===== src/sv/fsnds_pkg.sv =====
// Package for the short-name directory scanner.
// Holds shared constants, the config and result types, and the FIFO depth.
// No dependencies.
package fsnds_pkg;

  localparam int MAX_DIR_ENTRIES = 65536;

  localparam int BYTE_W   = 8;
  localparam int POS_W    = 5;
  localparam int CNT_W    = 16;
  localparam int WORD_W   = 32;
  localparam int HEAD_W   = 64;
  localparam int TAIL_W   = 24;
  localparam int CFG_W    = 64;
  localparam int CFG_IDX_W = 2;

  // Last legal entry index; the scan ends after this entry.
  localparam logic [CNT_W-1:0] ENTRY_LAST = CNT_W'(MAX_DIR_ENTRIES - 1);

  // Register indexes on the config port.
  localparam logic [CFG_IDX_W-1:0] REG_SCAN_MODE = 2'd0;
  localparam logic [CFG_IDX_W-1:0] REG_NAME_HEAD = 2'd1;
  localparam logic [CFG_IDX_W-1:0] REG_NAME_TAIL = 2'd2;

  // Status codes.
  localparam logic [1:0] ST_LISTED = 2'd0;
  localparam logic [1:0] ST_MATCH  = 2'd1;
  localparam logic [1:0] ST_END    = 2'd2;

  // Result FIFO depth (power of two, room for two pushes per beat).
  localparam int FIFO_DEPTH = 4;
  localparam int FIFO_AW    = $clog2(FIFO_DEPTH);

  typedef struct packed {
    logic              scan_mode;
    logic [HEAD_W-1:0] name_head;
    logic [TAIL_W-1:0] name_tail;
  } cfg_t;

  typedef struct packed {
    logic [1:0]        status;
    logic [CNT_W-1:0]  entry_index;
    logic [CNT_W-1:0]  listed_count;
    logic [BYTE_W-1:0] attr_bits;
    logic [WORD_W-1:0] start_cluster;
    logic [WORD_W-1:0] file_size;
    logic              scan_done;
  } result_t;

  // Up to two results from one directory byte, in delivery order.
  typedef struct packed {
    logic    v0;
    logic    v1;
    result_t r0;
    result_t r1;
  } result_pair_t;

endpackage


===== src/sv/fat_short_name_dir_scanner.sv =====
// Top level of the short-name directory scanner: config registers, input
// register, scan core and result FIFO. Depends on fsnds_pkg, fsnds_core,
// fsnds_fifo.
//
//   channel  | handshake            | payload
//   ---------+----------------------+-----------------------------------------
//   input    | in_valid / in_stall  | dir_byte, last_byte
//   result   | out_valid / out_stall| status, entry_index, listed_count,
//            |                      | attr_bits, start_cluster, file_size,
//            |                      | scan_done
//   config   | cfg_we (no wait)     | cfg_index, cfg_data
//
// One directory byte per cycle while in_stall is low. A byte is held in the input
// register, is scanned there and its results (zero, one or two) are registered
// into a 4-deep FIFO, whose head drives the outputs. A byte leaves the input
// register only when the FIFO has room for two results; a byte that yields two
// results puts both in the FIFO, which hands them out one per beat.
// Reset (rst, synchronous) empties both stages, zeroes config, starts a fresh
// scan. out_stall only backs up the FIFO; in_stall rises once it is near full.
module fat_short_name_dir_scanner (
  input  logic                              clk,
  input  logic                              rst,
  input  logic                              in_valid,
  output logic                              in_stall,
  input  logic [fsnds_pkg::BYTE_W-1:0]      dir_byte,
  input  logic                              last_byte,
  output logic                              out_valid,
  input  logic                              out_stall,
  output logic [1:0]                        status,
  output logic [fsnds_pkg::CNT_W-1:0]       entry_index,
  output logic [fsnds_pkg::CNT_W-1:0]       listed_count,
  output logic [fsnds_pkg::BYTE_W-1:0]      attr_bits,
  output logic [fsnds_pkg::WORD_W-1:0]      start_cluster,
  output logic [fsnds_pkg::WORD_W-1:0]      file_size,
  output logic                              scan_done,
  input  logic                              cfg_we,
  input  logic [fsnds_pkg::CFG_IDX_W-1:0]   cfg_index,
  input  logic [fsnds_pkg::CFG_W-1:0]       cfg_data
);
  import fsnds_pkg::*;

  cfg_t         cfg;
  logic         in_full;
  logic [BYTE_W-1:0] in_byte;
  logic         in_last;
  logic         go;
  logic         room2;
  logic         accept;
  result_pair_t res;
  result_t      head;

  // Config registers; index 3 is ignored.
  always_ff @(posedge clk) begin
    if (rst) begin
      cfg <= '0;
    end else if (cfg_we) begin
      unique case (cfg_index)
        REG_SCAN_MODE: cfg.scan_mode <= cfg_data[0];
        REG_NAME_HEAD: cfg.name_head <= cfg_data;
        REG_NAME_TAIL: cfg.name_tail <= cfg_data[TAIL_W-1:0];
        default: ;
      endcase
    end
  end

  // Input register: scanned when the FIFO can take two results.
  assign go       = in_full && room2;
  assign in_stall = in_full && !room2;
  assign accept   = in_valid && !in_stall;

  always_ff @(posedge clk) begin
    if (rst) begin
      in_full <= 1'b0;
    end else begin
      in_full <= accept || (in_full && !go);
    end
  end

  always_ff @(posedge clk) begin
    if (accept) begin
      in_byte <= dir_byte;
      in_last <= last_byte;
    end
  end

  fsnds_core u_core (
    .clk      (clk),
    .rst      (rst),
    .go       (go),
    .dir_byte (in_byte),
    .last_byte(in_last),
    .cfg      (cfg),
    .res      (res)
  );

  fsnds_fifo u_fifo (
    .clk      (clk),
    .rst      (rst),
    .push     (res),
    .pop      (out_valid && !out_stall),
    .room2    (room2),
    .not_empty(out_valid),
    .head     (head)
  );

  assign status        = head.status;
  assign entry_index   = head.entry_index;
  assign listed_count  = head.listed_count;
  assign attr_bits     = head.attr_bits;
  assign start_cluster = head.start_cluster;
  assign file_size     = head.file_size;
  assign scan_done     = head.scan_done;

endmodule


===== src/sv/fsnds_core.sv =====
// Scan state and per-byte result logic of the short-name directory scanner.
// Depends on fsnds_pkg.
module fsnds_core (
  input  logic                        clk,
  input  logic                        rst,
  input  logic                        go,
  input  logic [fsnds_pkg::BYTE_W-1:0] dir_byte,
  input  logic                        last_byte,
  input  fsnds_pkg::cfg_t             cfg,
  output fsnds_pkg::result_pair_t     res
);
  import fsnds_pkg::*;

  typedef enum logic [1:0] {
    PH_ACTIVE = 2'b01,
    PH_DRAIN  = 2'b10
  } phase_t;

  phase_t             scan_phase, scan_phase_next;
  logic [POS_W-1:0]   byte_position, byte_position_next;
  logic [CNT_W-1:0]   entry_counter, entry_counter_next;
  logic [CNT_W-1:0]   listed_counter, listed_counter_next;
  logic [BYTE_W-1:0]  first_name_byte, first_name_byte_next;
  logic               match_so_far, match_so_far_next;
  logic [BYTE_W-1:0]  attr_store, attr_store_next;
  logic [WORD_W-1:0]  cluster_store, cluster_store_next;
  logic [WORD_W-1:0]  size_store, size_store_next;

  logic [BYTE_W-1:0]  tgt;
  logic               live, ended;
  logic               a_v, b_v, c_v;
  result_t            a_r, b_r, c_r;

  function automatic logic [BYTE_W-1:0] fold_case(input logic [BYTE_W-1:0] c);
    if (c >= 8'h61 && c <= 8'h7A) begin
      return c - 8'h20;
    end
    return c;
  endfunction

  function automatic result_t end_result(input logic [CNT_W-1:0] idx,
                                         input logic [CNT_W-1:0] lc);
    result_t r;
    r = '0;
    r.status       = ST_END;
    r.entry_index  = idx;
    r.listed_count = lc;
    r.scan_done    = 1'b1;
    return r;
  endfunction

  // Target name byte for the current position.
  always_comb begin
    case (byte_position)
      5'd0:    tgt = cfg.name_head[7:0];
      5'd1:    tgt = cfg.name_head[15:8];
      5'd2:    tgt = cfg.name_head[23:16];
      5'd3:    tgt = cfg.name_head[31:24];
      5'd4:    tgt = cfg.name_head[39:32];
      5'd5:    tgt = cfg.name_head[47:40];
      5'd6:    tgt = cfg.name_head[55:48];
      5'd7:    tgt = cfg.name_head[63:56];
      5'd8:    tgt = cfg.name_tail[7:0];
      5'd9:    tgt = cfg.name_tail[15:8];
      5'd10:   tgt = cfg.name_tail[23:16];
      default: tgt = '0;
    endcase
  end

  always_comb begin
    scan_phase_next      = scan_phase;
    byte_position_next   = byte_position;
    entry_counter_next   = entry_counter;
    listed_counter_next  = listed_counter;
    first_name_byte_next = first_name_byte;
    match_so_far_next    = match_so_far;
    attr_store_next      = attr_store;
    cluster_store_next   = cluster_store;
    size_store_next      = size_store;
    live  = 1'b0;
    ended = 1'b0;
    a_v = 1'b0;
    b_v = 1'b0;
    c_v = 1'b0;
    a_r = '0;
    b_r = '0;
    c_r = '0;

    if (scan_phase == PH_ACTIVE) begin
      if (byte_position == '0 && dir_byte == '0) begin
        // terminator entry
        a_v   = 1'b1;
        a_r   = end_result(entry_counter, listed_counter);
        ended = 1'b1;
      end else begin
        if (byte_position == 5'd0) begin
          first_name_byte_next = dir_byte;
        end
        if (byte_position < 5'd11 && fold_case(dir_byte) != fold_case(tgt)) begin
          match_so_far_next = 1'b0;
        end
        if (byte_position == 5'd11) begin
          attr_store_next = dir_byte;
        end
        case (byte_position)
          5'd20: cluster_store_next[23:16] = dir_byte;
          5'd21: cluster_store_next[31:24] = dir_byte;
          5'd26: cluster_store_next[7:0]   = dir_byte;
          5'd27: cluster_store_next[15:8]  = dir_byte;
          5'd28: size_store_next[7:0]      = dir_byte;
          5'd29: size_store_next[15:8]     = dir_byte;
          5'd30: size_store_next[23:16]    = dir_byte;
          5'd31: size_store_next[31:24]    = dir_byte;
          default: ;
        endcase

        if (byte_position == 5'd31) begin
          live = first_name_byte != 8'hE5 && attr_store[3:0] != 4'hF;
          if (!cfg.scan_mode) begin
            if (live && !attr_store[3]) begin
              if (listed_counter != '1) begin
                listed_counter_next = listed_counter + 1'b1;
              end
              a_v = 1'b1;
              a_r.status        = ST_LISTED;
              a_r.entry_index   = entry_counter;
              a_r.listed_count  = listed_counter_next;
              a_r.attr_bits     = attr_store;
              a_r.start_cluster = cluster_store_next;
              a_r.file_size     = size_store_next;
              a_r.scan_done     = 1'b0;
            end
          end else if (live && match_so_far) begin
            a_v = 1'b1;
            a_r.status        = ST_MATCH;
            a_r.entry_index   = entry_counter;
            a_r.listed_count  = listed_counter;
            a_r.attr_bits     = attr_store;
            a_r.start_cluster = cluster_store_next;
            a_r.file_size     = size_store_next;
            a_r.scan_done     = 1'b1;
            ended = 1'b1;
          end
          if (!ended) begin
            if (entry_counter >= ENTRY_LAST) begin
              b_v   = 1'b1;
              b_r   = end_result(entry_counter, listed_counter_next);
              ended = 1'b1;
            end else begin
              entry_counter_next = entry_counter + 1'b1;
            end
          end
          byte_position_next = '0;
          match_so_far_next  = 1'b1;
        end else begin
          byte_position_next = byte_position + 1'b1;
        end
      end

      if (ended) begin
        scan_phase_next = PH_DRAIN;
      end else if (last_byte) begin
        // data ran out with the scan still open
        c_v = 1'b1;
        c_r = end_result(entry_counter_next, listed_counter_next);
      end
    end

    if (last_byte) begin
      scan_phase_next      = PH_ACTIVE;
      byte_position_next   = '0;
      entry_counter_next   = '0;
      listed_counter_next  = '0;
      first_name_byte_next = '0;
      match_so_far_next    = 1'b1;
      attr_store_next      = '0;
      cluster_store_next   = '0;
      size_store_next      = '0;
    end
  end

  // Pack candidates in order; at most two are ever set.
  always_comb begin
    res.v0 = go && (a_v || b_v || c_v);
    res.v1 = go && a_v && (b_v || c_v);
    res.r0 = a_v ? a_r : (b_v ? b_r : c_r);
    res.r1 = b_v ? b_r : c_r;
  end

  always_ff @(posedge clk) begin
    if (rst) begin
      scan_phase      <= PH_ACTIVE;
      byte_position   <= '0;
      entry_counter   <= '0;
      listed_counter  <= '0;
      first_name_byte <= '0;
      match_so_far    <= 1'b1;
      attr_store      <= '0;
      cluster_store   <= '0;
      size_store      <= '0;
    end else if (go) begin
      scan_phase      <= scan_phase_next;
      byte_position   <= byte_position_next;
      entry_counter   <= entry_counter_next;
      listed_counter  <= listed_counter_next;
      first_name_byte <= first_name_byte_next;
      match_so_far    <= match_so_far_next;
      attr_store      <= attr_store_next;
      cluster_store   <= cluster_store_next;
      size_store      <= size_store_next;
    end
  end

endmodule


===== src/sv/fsnds_fifo.sv =====
// Result FIFO: takes up to two results per cycle, hands out one per beat when popped.
// Depends on fsnds_pkg.
module fsnds_fifo (
  input  logic                          clk,
  input  logic                          rst,
  input  fsnds_pkg::result_pair_t       push,
  input  logic                          pop,
  output logic                          room2,
  output logic                          not_empty,
  output fsnds_pkg::result_t            head
);
  import fsnds_pkg::*;

  result_t            mem [FIFO_DEPTH];
  logic [FIFO_AW-1:0] wr_ptr, rd_ptr;
  logic [FIFO_AW:0]   count;
  logic [FIFO_AW-1:0] wr_ptr1;
  logic [1:0]         n_push;

  assign wr_ptr1   = wr_ptr + 1'b1;
  assign n_push    = {1'b0, push.v0} + {1'b0, push.v1};
  assign not_empty = count != '0;
  assign room2     = count <= (FIFO_AW+1)'(FIFO_DEPTH - 2);
  assign head      = mem[rd_ptr];

  always_ff @(posedge clk) begin
    if (push.v0) begin
      mem[wr_ptr] <= push.r0;
    end
    if (push.v1) begin
      mem[wr_ptr1] <= push.r1;
    end
  end

  always_ff @(posedge clk) begin
    if (rst) begin
      wr_ptr <= '0;
      rd_ptr <= '0;
      count  <= '0;
    end else begin
      wr_ptr <= wr_ptr + FIFO_AW'(n_push);
      if (pop) begin
        rd_ptr <= rd_ptr + 1'b1;
      end
      count <= count + (FIFO_AW+1)'(n_push) - (FIFO_AW+1)'(pop);
    end
  end

endmodule

===== config.mk =====
export PLATFORM = sky130hd
export DESIGN_NAME = fat_short_name_dir_scanner
export DESIGN_NICKNAME = d
export VERILOG_FILES = /design/src/sv/fsnds_pkg.sv /design/src/sv/fat_short_name_dir_scanner.sv /design/src/sv/fsnds_core.sv /design/src/sv/fsnds_fifo.sv
export SDC_FILE = /design/constraint.sdc
export NUM_CORES = 1
export LEC_CHECK = 0
export BUFFER_PORTS_ARGS = -buffer_cell sky130_fd_sc_hd__buf_4
export CORE_UTILIZATION = 45
export CTS_CLUSTER_DIAMETER = 100
export CTS_CLUSTER_SIZE = 16
export DETAILED_ROUTE_END_ITERATION = 12
export HOLD_SLACK_MARGIN = 0.1
export PLACE_DENSITY = 0.74
export SYNTH_ARGS = -nofsm -noshare
export SYNTH_HDL_FRONTEND = slang
export SYNTH_SLANG_ARGS = --single-unit

===== constraint.sdc =====
create_clock -name clk -period 3.97 [get_ports clk]
set_input_delay 0.397 -clock clk [delete_from_list [all_inputs] [get_ports clk]]
set_output_delay 0.397 -clock clk [all_outputs]
set_load 0.03 [all_outputs]

# Word-level counts from Yosys, hierarchy flattened
# Memories as Yosys holds them, arrays and structs flattened. A register that Yosys moved wholly into a read port is not among the register bits.
# Cells that the tools add are included.
# classes
addsub	11
n_lt_le_gt_ge	7
eq_ne	27
muxes	106
n_reduce_logical	42
# ops
cell	count
$mux 107	14
$mux 16	13
$mux 32	6
$mux 8	24
$mux 106	1
$mux 105	1
$pmux 8 s11	1
$eq 5x5->1 const B	8
$mux 1	37
$add 16x1->16 const B	2
$eq 5x3->1 const B	4
$eq 5x4->1 const B	4
$mux 5	4
$ge 16x16->1 const B	1
$ge 8x7->1 const B	2
$le 8x7->1 const B	2
$ne 16x16->1 const B	1
$sub 8x6->8 const B	2
$logic_and 1x1->1	15
$reduce_and 4->1	3
$eq 5x2->1 const B	2
$mux 2	5
$logic_not 8->1	1
$ne 8x8->1	1
other kinds (22)	39
# word_totals
ff_bits	226
mem_bits_rw	428
output_inout_bits	109
n_memories	1
# memory_table
memory	depth	width	rd	rd_clocked_by_memory_dff	write_ports	line_no	source
u_fifo.mem	4	107	1	1	2	fsnds_fifo.sv:14	result_t mem [FIFO_DEPTH];

# Longest topological paths before layout
# logic_depth
ltp_word	19
ltp_mapped	18
depth_no_buf	14

# Cells and area by module
# A second synthesis with hierarchy kept.
# hier_totals
cells_unflattened	2784
hier_area_um2	34750.8
# modules_own_cells
mod	n_inst	cells_per_inst	area_per_inst_um2	seq_area_each_um2
fsnds_fifo	1	1081	21060.2	13032.5
fsnds_core	1	1327	9480.3	2242.2
fat_short_name_dir_scanner	1	376	4210.3	2072.0

# Least setup slack after synthesis
# Ideal clock, no wire load.
# synth_path
path_type	flip-flop to flip-flop
from	reg u_core.byte_position[2]
to	mem u_fifo.mem[0][0] in the netlist's numbering (enable)
arrival_ns	3.933
required_time_ns	3.581
path_slack_ns	-0.352
path_stages_with_launch	18
path_buffers	8
path_cell_list	dfxtp_1 -> buf_2 -> buf_2 -> buf_2 -> clkbuf_1 -> and3_1 -> ha_1 -> clkbuf_1 -> inv_1 -> o31ai_1 -> nand2_2 -> nor3_4 -> and3_1 -> buf_2 -> nor2_1 -> buf_2 -> buf_2 -> inv_1
# synth_rtl
element	line_no	source
from (decl)	fsnds_core.sv:20	logic [POS_W-1:0] byte_position, byte_position_next;
from (signal assigned)	fsnds_core.sv:203	byte_position <= byte_position_next;
to (decl)	fsnds_fifo.sv:14	

# Worst setup path in the final report
# layout_path
from	reg u_core.byte_position[0]
to	reg u_core.match_so_far
# layout_via
elab_chain_len	14
word_cells_on_any_way	35
classes_between	add/sub (1); order compare (3); eq/ne (13); mux (12); reduce/logical (6)
# layout_lines
element	line_no	source
$eq 5x4->1 (tied with other cells)	fsnds_core.sv:54	case (byte_position)
$pmux 8 s11	fsnds_core.sv:54	
$ge 8x7->1 or $le 8x7->1 (tied branches)	fsnds_core.sv:35	if (c >= 8'h61 && c <= 8'h7A) begin
$logic_and 1x1->1	fsnds_core.sv:35	
$mux 1	fsnds_core.sv:35	
$mux 1	fsnds_core.sv:90	if (byte_position == '0 && dir_byte == '0) begin
$mux 1	fsnds_core.sv:89	if (scan_phase == PH_ACTIVE) begin
$mux 8	fsnds_core.sv:38	return c;
$mux 8	fsnds_core.sv:90	
$mux 8	fsnds_core.sv:89	
$ne 8x8->1	fsnds_core.sv:99	if (byte_position < 5'd11 && fold_case(dir_byte) != fold_case(tgt)) begin
$logic_and 1x1->1	fsnds_core.sv:99	
$reduce_bool 3->1 (no source line)	n/a	
$reduce_and 4->1 (no source line)	n/a	
to (signal assigned)	fsnds_core.sv:207	match_so_far <= match_so_far_next;
to (decl)	fsnds_core.sv:24	logic match_so_far, match_so_far_next;
# Several ways; a longest one is shown, not always the timed one. The select of a mux whose other input is x is not followed.
# A chain may end at the register's enable or synchronous reset.

==> metrics <==
minimum clock period after layout between 3000 and 4000 ps; die height between 200 and 300 um; Slew headroom 0.1721; fmax 267.1 MHz; number of I/O port buffers around 190; CTS sink count between 600 and 700; area of the mapped netlist ~29000 sq um; final number of hold-violating endpoints 0; power share of the clock group 0.331; number of flip-flops and latches in the synthesized netlist between 600 and 700; most common library cell in the layout ignoring fill and taps dfxtp_1; minimum setup slack among reg-to-reg paths 230 ps; clock edge transition at the registers on the reported setup and hold paths roughly 80 ps; most frequent cells in the layout 509 x dfxtp_1, 401 x nand2_1, 282 x a22o_1, 262 x buf_4, 231 x a21oi_1; deepest level of the CTS H-tree 2; distinct cell type count after synthesis between 70 and 80; Combinational Power Share 0.165; Die Outline Area ~66000 sq um; net switching share of the total power 0.2806; starting density of the core 0.4588; critical path required time between 4000 and 5000 ps; cell at the root of the clock tree clkbuf_16; wire length of the first global-routing pass 140.2 mm; critical register-to-register path endpoint u_core.match_so_far; drt first-iter violations 3215; Min-Delay Path Class input port to register; clock tree from TritonCTS built; DRC viols 0; total clock buffers created by CTS between 40 and 50; switching pwr between 3000 and 4000 uW; total vias in the final route around 25000; part of the power in registers 0.504; worst hold path startpoint cfg_data[32]; Filler Cell Count 5454; grt ovf 0; number of flops mapped to enable cells by yosys approximately 150; total nets after synthesis 2938; number of buffers and inverters on the critical path 1; initial antenna violation count 3; final worst-path cycle share 0.9431; end point of the worst hold path cfg[56]; Final nets a little over 3000; CTS-repair resized insts 0; share of final-layout standard cells stronger than drive strength 1 0.1619; Slowest-stage cell, CP ha_1; number of global-route vias before repair ~24000; crit path launch type register; Chip Width 256.3 um; GRT Overall Usage 0.2670; transition at the pin with the smallest max-transition slack between 1000 and 1500 ps; Setup Total Neg Slack 0 ps; share of synthesized registers carrying an async set or reset 0; I/O pin cnt between 150 and 200; status finished, final reports clean; via-per-instance ratio around 6.4; setup violation total in the final timing report 0; Post-CTS Hold Buffers between 70 and 80; slowest cell delay on critical path about 990 ps; area share of the largest cell type after synthesis 0.3516; area delta synth->final 15.01%; Final Max Tran Viols 0; RSZ-0062 raised after global routing no; Post-CTS Setup Bufs 0; leading area contributor after synthesis dfxtp_1; startpoint of the lowest-slack register-to-register path u_core.byte_position[0]; internal power contribution 10090 uW; number of cells produced by synthesis around 2800; most used flip-flop cell after synthesis dfxtp_1; Maximum Capacitance Violations 0; HPWL after detailed placement around 56 mm; Avg Inst Size Synth between 10 and 15 sq um; row count between 90 and 100; final antenna-violating net count 0; routability cong. between 0.9 and 1; startpoint of the worst setup timing path u_core.byte_position[0]; Crit path arrival time between 4000 and 5000 ps; Clock Latency Late Sink 640 ps; TritonRoute pass-1 iters 6; main area contributors after synthesis dfxtp_1 35%, edfxtp_1 15%, a22o_1 8.5%, mux4_2 8.3%, nand2_1 5.2%; kind of critical path register to register; cell type group with the largest total delay on the critical path compound AO/OA/AOI/OAI gates; worst ir drop on vdd about 0.32 mV; sequential fraction of the synthesis area 0.5012; capturing element type of the critical path register; critical path, cell by cell inv_1 > ha_1 > a22oi_1 > o211ai_1 > a32oi_1 > nor2b_1 > a311o_1 > or4_1 > mux2_2 > o31ai_1; Leak Pwr 0.01144 uW; depth of the worst hold-timing path 3; area of the core about 63000 sq um; final routed wire length divided by cell count between 20 and 25 um; routed wire length between 90 and 100 mm; worst hold margin 129.3 ps; maximum number of pins on one net before global-route repair about 120; clock buffer depth 3; power density of the placed cells ~420 nW/um^2; number of warnings issued by yosys 0; Post-Route Skew 34.56 ps; peak fanout along the critical path 24; worst reg-to-reg path cell count 10
==> power groups by stage <==
stage | clock network, uW | logic (uW) | registers, uW
6_report | 4640 | 2310 | 7070
3_5_place_dp | 0 | 2260 | 7240
4_1_cts | 4680 | 2320 | 7080
2_1_floorplan | 0 | 1570 | 7090
3_3_place_gp | 0 | 2240 | 7230
5_1_grt | 4920 | 2450 | 7100
==> cell families after synthesis <==
kind of cell / Yosys count / share of synthesized area
AOI/OAI and AO/OA: 936 / 0.2296
buffers and inverters: 286 / 0.03947
adders and majority gates: 16 / 0.007138
xor gates and xnor gates: 26 / 0.007825
and+or+nand+nor: 784 / 0.1206
muxes: 138 / 0.09416
DFF: 656 / 0.5012
==> area by class of cell <==
| class | instances | area [sq um] | share of cell area |
|---|---|---|---|
| multi-input cells | 1900 | 13430 | 0.4013 |
| well taps | 846 | 1059 | 0.03163 |
| clock buffers | 59 | 1221 | 0.03649 |
| clock inverters | 5 | 126.4 | 0.003776 |
| repair buffers | 348 | 2940 | 0.08786 |
| flip-flops and latches | 656 | 14590 | 0.4360 |
| diodes | 2 | 5.005 | 0.0001495 |
| inverters | 21 | 93.84 | 0.002804 |
==> stage by stage <==
step | setup slack [ps] | instance area, sq um | total power [uW] | util | instances
finish | 225.9 | 33470 | 14020 | 0.5276 | 3837
global route | 104.8 | 33470 | 14460 | 0.5276 | 3837
CTS | 254.5 | 33450 | 14080 | 0.5274 | 3834
detailed placement | 295.6 | 31370 | 9492 | 0.4946 | 3697
global placement | 335.9 | 31370 | 9470 | 0.4946 | 3697
floorplan | 0.3122 | 29120 | 8659 | - | 2842
==> worst register-to-register path: cells and delay by family, from the launching register on <==
family	cells	cell delay, ps
adders and majority gates	1	990
buffers and inverters	1	110
and+or+nand+nor	2	670
muxes	1	270
DFF	1	390
AOI/OAI and AO/OA	5	1230
==> worst max-delay path by stage <==
stage / endpoint / slack, ps / depth (start not counted)
floorplan: u_fifo.mem[0][0] / 0.3 / 16
global placement: u_core.match_so_far / 340 / 10
detailed placement: u_core.match_so_far / 300 / 10
CTS: u_core.match_so_far / 250 / 10
global route: u_fifo.mem[3][15] / 100 / 10
finish: u_core.match_so_far / 230 / 10
==> state kept, by name, summed over array words and instances, names as in the netlist, named ones only <==
signal                  flops
cfg                        89
u_core.match_so_far         1
u_core.scan_phase           2
u_core.size_store          32
u_core.listed_counter      16
in_last                     1
u_fifo.count                3
u_core.cluster_store       32
in_byte                     8
u_fifo.rd_ptr               2
u_core.entry_counter       16
in_full                     1
u_core.attr_store           8
u_core.first_name_byte      8
u_fifo.wr_ptr               2
u_core.byte_position        5
u_fifo.mem                428
==> cells in the mapped netlist, drive strengths merged (15+ instances only) <==
master	instances
nand3	41
nand2	402
buf	80
mux2i	15
ha	15
mux4	107
a22oi	94
a21oi	232
o21ai	93
clkbuf	185
mux2	16
and2	15
o22ai	55
nor3	25
inv	21
edfxtp	145
a22o	282
dfxtp	511
a21o	16
o2bb2ai	70
nor2	180
nand4	23
and3	22
xnor2	16
==> per-layer routing <==
metal	track usage	wire length, um	vias to the layer above
met1	0.3522	36560	12171
met4	0.08733	2486	2
met3	0.04172	7490	173
met2	0.4472	43460	1297
met5	0	10	-
li1	-	-	10911
Power figures use the tool's default switching activity.
